File: config.mk
export PLATFORM = sky130hd
export DESIGN_NAME = rccl_search
export DESIGN_NICKNAME = d
export VERILOG_FILES = /design/src/rtl/core/rccl_pkg.sv /design/src/rtl/core/rccl_search.sv
export SDC_FILE = /design/constraint.sdc
export NUM_CORES = 1
export LEC_CHECK = 0
export BUFFER_PORTS_ARGS = -buffer_cell sky130_fd_sc_hd__buf_2
export CORE_MARGIN = 1.5
export CORE_UTILIZATION = 38
export CTS_BUF_LIST = sky130_fd_sc_hd__clkbuf_4
export DETAILED_ROUTE_END_ITERATION = 8
export PLACE_DENSITY = 0.63
export SETUP_SLACK_MARGIN = 0.02
export SLEW_MARGIN = 20
export SYNTH_ARGS = -nofsm -noshare
export SYNTH_HDL_FRONTEND = slang
export SYNTH_SLANG_ARGS = --single-unit
File: constraint.sdc
create_clock -name clk -period 3.7 [get_ports clk]
set_clock_uncertainty 0.2 [all_clocks]
set_input_delay 0.74 -clock clk [delete_from_list [all_inputs] [get_ports clk]]
set_output_delay 0.74 -clock clk [all_outputs]
set_load 0.01 [all_outputs]
File: src/rtl/core/rccl_pkg.sv
// Package with constants, codes and table entry types for the rune class and case lookup.
package rccl_pkg;

	localparam int ASCII_SIZE    = 256;
	localparam int MAX_RANGES    = 512;
	localparam int MAX_CASE_MAPS = 512;
	localparam int TYPE_DEPTH    = 16384;

	localparam int ASCII_AW = $clog2(ASCII_SIZE);
	localparam int RANGE_AW = $clog2(MAX_RANGES);
	localparam int MAP_AW   = $clog2(MAX_CASE_MAPS);
	localparam int TYPE_AW  = $clog2(TYPE_DEPTH);
	localparam int CNT_W    = 10;
	localparam int TDW_W    = 15;
	localparam int CFG_IDX_W = 2;
	localparam int CFG_DATA_W = 15;

	typedef enum logic [3:0] {
		K_CLASS_Q   = 4'd0,
		K_LOWER_Q   = 4'd1,
		K_UPPER_Q   = 4'd2,
		K_WR_ACLASS = 4'd3,
		K_WR_ALOWER = 4'd4,
		K_WR_AUPPER = 4'd5,
		K_WR_RANGE  = 4'd6,
		K_WR_LMAP   = 4'd7,
		K_WR_UMAP   = 4'd8,
		K_WR_TYPE   = 4'd9
	} kind_t;

	typedef enum logic [1:0] {
		CFG_RANGE_COUNT = 2'd0,
		CFG_LOWER_COUNT = 2'd1,
		CFG_UPPER_COUNT = 2'd2,
		CFG_TYPE_WORDS  = 2'd3
	} cfg_idx_t;

	// One class range entry as stored in memory.
	typedef struct packed {
		logic [30:0]      first;
		logic [30:0]      last;
		logic [31:0]      mask;
		logic [TYPE_AW-1:0] type_base;
		logic             typed;
	} class_entry_t;

	// One case map entry as stored in memory.
	typedef struct packed {
		logic [30:0] first;
		logic [30:0] last;
		logic [31:0] base;
	} case_entry_t;

	// Saturate a count register to a table depth.
	function automatic logic [CNT_W:0] sat_cnt(input logic [CNT_W-1:0] v, input int lim);
		logic [CNT_W:0] r;
		begin
			r = (32'(v) > lim) ? (CNT_W+1)'(lim) : {1'b0, v};
			return r;
		end
	endfunction

endpackage

File: src/rtl/core/rccl_search.sv
// Binary search sequencer for a sorted table; each memory probe runs ADDR, WAIT, CMP.
module rccl_search (
	input  logic                 clk,
	input  logic                 arst_n,
	input  logic                 start,
	input  logic [rccl_pkg::CNT_W:0] count,
	input  logic [30:0]          cp,
	input  logic [30:0]          e_first,
	input  logic [30:0]          e_last,
	output logic [rccl_pkg::RANGE_AW-1:0] idx,
	output logic                 probe,
	output logic                 done,
	output logic                 hit
);
	import rccl_pkg::*;

	typedef enum logic [3:0] {
		S_IDLE = 4'b0001,
		S_ADDR = 4'b0010,
		S_WAIT = 4'b0100,
		S_CMP  = 4'b1000
	} sstate_t;

	sstate_t state_q;
	logic [CNT_W:0] lo_q, lim_q;
	logic [CNT_W:0] mid;

	assign mid   = lo_q + (lim_q >> 1);
	assign idx   = mid[RANGE_AW-1:0];
	assign probe = (state_q == S_ADDR);

	// Search state: probe the middle entry, then narrow the window.
	always_ff @(posedge clk or negedge arst_n) begin
		if (!arst_n) begin
			state_q <= S_IDLE;
			lo_q    <= '0;
			lim_q   <= '0;
			done    <= 1'b0;
			hit     <= 1'b0;
		end else begin
			done <= 1'b0;
			unique case (state_q)
				S_IDLE: begin
					if (start) begin
						lo_q    <= '0;
						lim_q   <= count;
						hit     <= 1'b0;
						state_q <= S_ADDR;
					end
				end
				S_ADDR: begin
					if (lim_q == '0 || 32'(mid) >= MAX_RANGES) begin
						done    <= 1'b1;
						state_q <= S_IDLE;
					end else begin
						state_q <= S_WAIT;
					end
				end
				S_WAIT: state_q <= S_CMP;
				S_CMP: begin
					if (cp <= e_last) begin
						if (cp >= e_first) begin
							hit     <= 1'b1;
							done    <= 1'b1;
							state_q <= S_IDLE;
						end else begin
							lim_q   <= lim_q >> 1;
							state_q <= S_ADDR;
						end
					end else begin
						lo_q    <= mid + 1'b1;
						lim_q   <= (lim_q - 1'b1) >> 1;
						state_q <= S_ADDR;
					end
				end
				default: state_q <= S_IDLE;
			endcase
		end
	end
endmodule

==> results by group, run 1 <==
Final layout
  • Final Cell Area: 4600 um2
  • Antenna diodes: 0
  • Filler cell count: 998
  • Share of post-route cells with drive strength above 1: 27.2%
  • Layout area overhead: 21.1%
  • Final Non-Filler Cells: 707
  • Nets: 757

Floorplanning
  • Row cnt: 36
  • Core ar.: 9730 um2
  • DIE WIDTH: 103 um
  • Starting density of the core: 39.0%
  • Top Ports: 119
  • Die height: 103 um
  • Die ar.: 10600 um2

STA
  • Tmin final: 3430 ps
  • Count of final hold-check violations: 0
  • Slew Limit Fails: 0
  • Max Freq: 291 MHz
  • RSZ-0062 raised after global routing: false
  • Setup TNS Final: 0 ps
  • Final Cycle Share: 92.8%
  • Rel. slew slack: 53.6%
  • Final setup viols: 0
  • Worst-Margin Slew: 696 ps

Clock network
  • Hold buffer count at CTS: 0
  • Skew-Pair Late Insertion Delay: 340 ps
  • Total CTS buffers: 3
  • Root Buffer: clkbuf_4
  • Clk slew on worst S/H paths: 150 ps
  • H-tree levels: 1
  • CTS tree: done
  • Post-CTS Resized: 0
  • Clock Path Buffers: 2
  • Post-CTS setup buffer count: 0
  • Sink Count: 28

Worst setup path
  • R2R setup slack: 720 ps
  • CP arrival: 2490 ps
  • Worst EP required: 2760 ps
  • CP max FO: 4
  • CP endpoint kind: output port
  • Crit path cell chain: ha_1 > inv_1 > fa_1 > nand2b_1 > a21oi_1 > or4_1 > nand2_1 > xnor2_1 > buf_2
  • Reg2reg start: lim_q[4]
  • Path depth of the worst reg2reg path: 9
  • CP Launch Type: flop
  • Critical Path Sink: idx[8]
  • FF-to-FF End: lo_q[10]
  • Origin of the worst setup path: lo_q[0]
  • Crit Path Class: reg -> out
  • Slowest-stage cell, CP: or4_1
  • CP max stage delay: 540 ps

Detailed routing
  • ANT nets after route: 0
  • Via count: 3582
  • Vias/cell: 5.07
  • First drt pass iteration count: 6
  • Routed length per placed instance: 13.0 um
  • WL final: 9.18 mm
  • Drt drc: 0
  • Drt initial violations: 72

Yosys
  • Share of the synthesized area in the top cell type: 24.4%
  • Synthesized area per cell: 8.35 um2
  • Mapped Area: 3800 um2
  • Register area share after synthesis: 18.5%
  • FFs w/ async S/R, synth: 100%
  • Largest cells by area after synthesis: ha_1 (24%), dfrtp_1 (18%), inv_1 (7.6%), a21oi_1 (3.7%), mux2_4 (3.6%)
  • Seq cells post-synth: 28
  • Syn nets: 637
  • Post-synth EDFFs: 0
  • Yosys warning count: 0
  • Cell type with the largest total area after synthesis: ha_1
  • Cell variety after synth: 66
  • Post-synthesis cell count: 455
  • Top_reg_cell synth: dfrtp_1

Power and ir drop
  • Max VDD drop: 0.179 mV
  • Leakage power: 2.60 nW
  • Power Total: 1.73 mW
  • Power Dens Cells: 377 nW/um2

Placed design
  • Cell count after placement: 703
  • Post-Place Cell Area: 4550 um2
  • Number of I/O port buffers: 118
  • Dpl hpwl: 8.01 mm
  • RePlAce Congestion: 0.844

Global route
  • Total grt overflow: 0
  • Met3 Use GR: 3.05%
  • Gr usage total: 17.9%
  • First-pass GRT wire length: 15.2 mm
  • Met2 Usage GRT: 32.8%
  • Busiest layer in global routing: met2
  • Initial antenna violation count: 0
  • Vias in the first global route: 3592
  • Met1 Use GR: 21.7%
  • Largest net degree at the start of global routing: 29

Job
  • Number of max-cap violations: 0

Status
  • Status: complete, no violations

Hold path
  • Worst hold-check path type: in -> async
==> per-stage QoR <==
stage	setup slack, ps	hold slack (ps)	utilization, %
2_1_floorplan	681	244	-
3_3_place_gp	366	291	46.7
3_5_place_dp	305	294	46.7
4_1_cts	252	203	47.3
5_1_grt	83.1	206	47.3
6_report	268	191	47.3
==> how the worst min path moves through the flow <==
stage,slack (ps),cells after the start,end,from
finish,190,1,state_q[3],arst_n
global route,210,1,state_q[3],arst_n
CTS,200,1,state_q[3],arst_n
detailed placement,290,1,lo_q[8],lo_q[8]
global placement,290,1,lo_q[7],lo_q[7]
floorplan,240,0,done,arst_n
==> cell families after synthesis <==
logic type	share of synthesized area, %
AO/OA/AOI/OAI	18.2
XOR/XNOR	5.54
adder cells (fa/ha/maj)	24.9
buffers and inverters	8.63
flip-flops	18.5
multiplexers	6.56
AND/OR/NAND/NOR	17.7
==> per-layer routing <==
layer / share of wire [%] / vias up / wire (um)
li1: - / 1845 / -
met1: 45 / 1640 / 4130
met2: 49 / 82 / 4480
met3: 4.3 / 15 / 396
met4: 1.8 / 0 / 167
met5: 0 / - / 0
==> cell usage in the layout (no fill, tap or decap), types with 3 or more instances in the layout <==
| cell type | netlist | routed |
|---|---|---|
| buf_2 | 1 | 118 |
| inv_1 | 77 | 77 |
| ha_1 | 74 | 74 |
| nand2_1 | 30 | 30 |
| a21oi_1 | 28 | 28 |
| dfrtp_1 | 27 | 27 |
| nor2_1 | 25 | 25 |
| o21ai_0 | 20 | 20 |
| xnor2_1 | 15 | 15 |
| nand4_1 | 14 | 14 |
| nand3_1 | 12 | 12 |
| xor2_1 | 9 | 9 |
| nor3_1 | 9 | 9 |
| mux2_4 | 9 | 9 |
| mux2i_1 | 8 | 8 |
| a21o_1 | 6 | 6 |
| o21bai_1 | 6 | 6 |
| a211oi_1 | 4 | 4 |
| nand2b_1 | 4 | 4 |
| or3_1 | 4 | 4 |
| a22o_1 | 4 | 4 |
| buf_4 | 1 | 4 |
| o21ai_1 | 3 | 3 |
| mux2_2 | 3 | 3 |
| and3_1 | 3 | 3 |
| clkbuf_4 | 0 | 3 |
==> cell type report <==
cell class	instances	area (um2)	share of cell area, %
inverter	77	289	6.29
timing repair buffer	122	621	13.5
sequential	28	702	15.3
multi-input combinational	343	2770	60.2
clock buffer	3	22.5	0.490
tap	133	166	3.62
clock inverter	1	30.0	0.653
==> synth_stat cells (all sizes together), types with 3 or more instances <==
master / count
nand2: 30
xor2: 9
a22o: 4
or3: 4
nand4: 15
nor4: 4
a21oi: 30
a21o: 6
dfrtp: 27
buf: 3
nand2b: 6
mux2i: 8
nor3: 9
or2: 3
o21bai: 6
inv: 77
nor2: 26
xnor2: 15
ha: 74
a22oi: 3
o21ai: 25
clkbuf: 4
mux2: 12
and3: 3
a221oi: 3
nand3: 12
a211oi: 4
==> flip-flops by register name (all words and copies together), names as in the netlist <==
signal and cells:
lim_q 11, hit 1, done 1, lo_q 11, state_q 4
==> report_power, final <==
part           internal, mW  total, mW  switching, mW
clock network         0.110      0.203         0.0937
logic                 0.483       1.03          0.546
registers             0.386      0.500          0.114
==> worst max-delay path, delay by kind of cell, from the launching register on <==
kind	cells	cell delay, ps
AOI/OAI and AO/OA	1	90
xor gates and xnor gates	1	190
adders and majority gates	2	430
buffers and inverters	2	270
DFF	1	410
and+or+nand+nor	3	780
No activity file was read; power rests on OpenSTA's default activity.
==> run 2: changes to the inputs <==
CORE_MARGIN = 3   (was 1.5)
CTS_BUF_LIST = sky130_fd_sc_hd__clkbuf_16   (was sky130_fd_sc_hd__clkbuf_4)
==> results by group, run 2 (synthesis results as in run 1) <==
Power and ir drop
  • Comb power frac: 55.6% (-3.8 points)
  • Power Dens Cells: 400 nW/um2 (+6.1%)
  • Internal Power: 1.09 mW (+11%)
  • Register share of total power: 27.2% (-1.7 points)
  • Max VDD drop: 0.248 mV (+38%)
  • Sw Share: 41.4% (-2.1 points)
  • Clock share of power: 17.2% (+5.5 points)
  • Leakage power: 2.61 nW (+0.68%)
  • P_sw: 768 uW (+1.9%)

STA
  • Rel. slew slack: 54.5% (+0.93 points)
  • RSZ-0062 raised after global routing: false
  • Worst-Margin Slew: 672 ps (-24.5 ps)
  • Tmin final: 3340 ps (-92.7 ps)
  • Final setup viols: 0 (unchanged)
  • Max Freq: 299 MHz (+2.8%)
  • Final Cycle Share: 90.3% (-2.5 points)
  • Slew Limit Fails: 0 (unchanged)
  • Count of final hold-check violations: 0 (unchanged)
  • Setup TNS Final: 0 ps (unchanged)

Global route
  • Total grt overflow: 0 (unchanged)
  • Vias in the first global route: 3552 (-1.1%)
  • First-pass GRT wire length: 16.0 mm (+4.8%)
  • Initial antenna violation count: 0 (unchanged)
  • Largest net degree at the start of global routing: 29 (unchanged)
  • Gr usage total: 16.8% (-1.1 points)

Detailed routing
  • Via count: 3516 (-1.8%)
  • Drt drc: 0 (unchanged)
  • ANT nets after route: 0 (unchanged)
  • Drt initial violations: 92 (+28%)
  • First drt pass iteration count: 4 (-2)
  • Vias/cell: 5.01 (-1.1%)
  • Routed length per placed instance: 13.2 um (+1.7%)
  • WL met3: 448 um (+13%)
  • WL met2: 4.51 mm (+0.69%)
  • M1 WL: 4.22 mm (+2.3%)
  • DR top layer: met4
  • WL final: 9.27 mm (+1.0%)

Worst setup path
  • CP Launch Type: flop
  • Worst EP required: 2760 ps (about the same)
  • Path depth of the worst reg2reg path: 9 (unchanged)
  • Reg2reg start: lim_q[4]
  • CP endpoint kind: output port
  • CP max FO: 4 (unchanged)
  • CP arrival: 2400 ps (-90 ps)
  • R2R setup slack: 760 ps (+40 ps)
  • FF-to-FF End: lo_q[10]
  • Crit Path Class: reg -> out

Final layout
  • Layout area overhead: 22.1%
  • Commonest non-fill, non-tap cell in the layout: buf_2
  • Nets: 756 (-0.13%)
  • Commonest cells after routing, fill and taps aside: buf_2 (118), inv_1 (77), ha_1 (74)
  • Antenna diodes: 0 (unchanged)
  • Final Non-Filler Cells: 702 (-0.71%)
  • Share of post-route cells with drive strength above 1: 27.1% (-0.13 points)
  • Biggest regs: lim_q (11), lo_q (11), state_q (4)

Floorplanning
  • Row cnt: 35 (-2.8%)
  • Starting density of the core: 40.1% (+1.1 points)
  • Top Ports: 119 (unchanged)
  • DIE WIDTH: 106 um (+2.9%)
  • Die height: 106 um (+2.9%)
  • Core ar.: 9460 um2 (-2.8%)
  • Die ar.: 11200 um2 (+5.9%)

Job
  • Number of max-cap violations: 0 (unchanged)

Clock network
  • H-tree levels: 1 (unchanged)
  • Skew-Pair Late Insertion Delay: 260 ps (-80 ps)
  • Post-CTS Resized: 0 (unchanged)
  • CTS tree: done
  • Clock Path Buffers: 2 (unchanged)
  • Total CTS buffers: 3 (unchanged)
  • Post-CTS setup buffer count: 0 (unchanged)
  • Root Buffer: clkbuf_16
  • Sink Count: 28 (unchanged)
  • Clk slew on worst S/H paths: 70 ps (-80 ps)
  • Hold buffer count at CTS: 0 (unchanged)

Placed design
  • Number of I/O port buffers: 118 (unchanged)
  • Dpl hpwl: 8.16 mm (+1.9%)
  • Cell count after placement: 698 (-0.71%)
  • RePlAce Congestion: 0.817 (-3.2%)

Hold path
  • Worst hold-check path type: in -> async

Status
  • Status: complete, no violations
==> run 2: cell types whose count changed in the layout (fill, tap and decap cells not counted) <==
cell and delta:
clkbuf_4 -3, buf_4 -1, clkbuf_16 +3
==> run 2: through the flow <==
step	worst slack, ps	util, %	area, um2	hold WS [ps]	power [mW]
4_1_cts	354	49.0	4640	318	1.87
3_3_place_gp	304	47.9	4530	294	1.52
2_1_floorplan	681	-	3800	244	1.24
6_report	361	49.0	4640	298	1.85
5_1_grt	153	49.0	4640	336	2.02
3_5_place_dp	232	47.9	4530	298	1.54
==> run 2: routing by layer <==
layer  GRT usage (%)  up-vias
met5               0        -
met4            2.13        0
met3            3.22        8
met2            30.2       84
met1            21.5     1577
li1                -     1847
==> run 2: how the worst max path moves through the flow <==
stage                     startpoint       end  cells after the start
after floorplan                cp[0]  lim_q[4]                     11
after global placement        cp[26]   lo_q[9]                     11
after detailed placement      cp[26]   lo_q[9]                     11
after CTS                    lo_q[0]    idx[8]                      9
after global routing         lo_q[0]    idx[8]                      9
final                       lim_q[2]    idx[8]                      8
==> run 2: worst max-delay path: stages, from the launching register on <==
cell and delay, ps:
dfrtp_1 430, inv_1 140, fa_1 440, nand2b_1 180
a21oi_1 210, or4_1 170, nand2_1 60, xnor2_1 300
buf_2 200
==> run 2: power by group through the flow <==
stage	clock network [mW]	registers (mW)	logic, mW
2_1_floorplan	0	0.459	0.777
3_3_place_gp	0	0.503	1.02
3_5_place_dp	0	0.505	1.03
4_1_cts	0.325	0.502	1.04
5_1_grt	0.336	0.519	1.17
6_report	0.320	0.503	1.03
==> run 2: layout make-up <==
type                            count  area, um2
Fill cell                         950       4820
Multi-Input combinational cell    343       2770
Sequential cell                    28        702
Timing Repair Buffer              121        613
Inverter                           77        289
Tap cell                          129        161
Clock buffer                        3       75.1
Clock inverter                      1       30.0
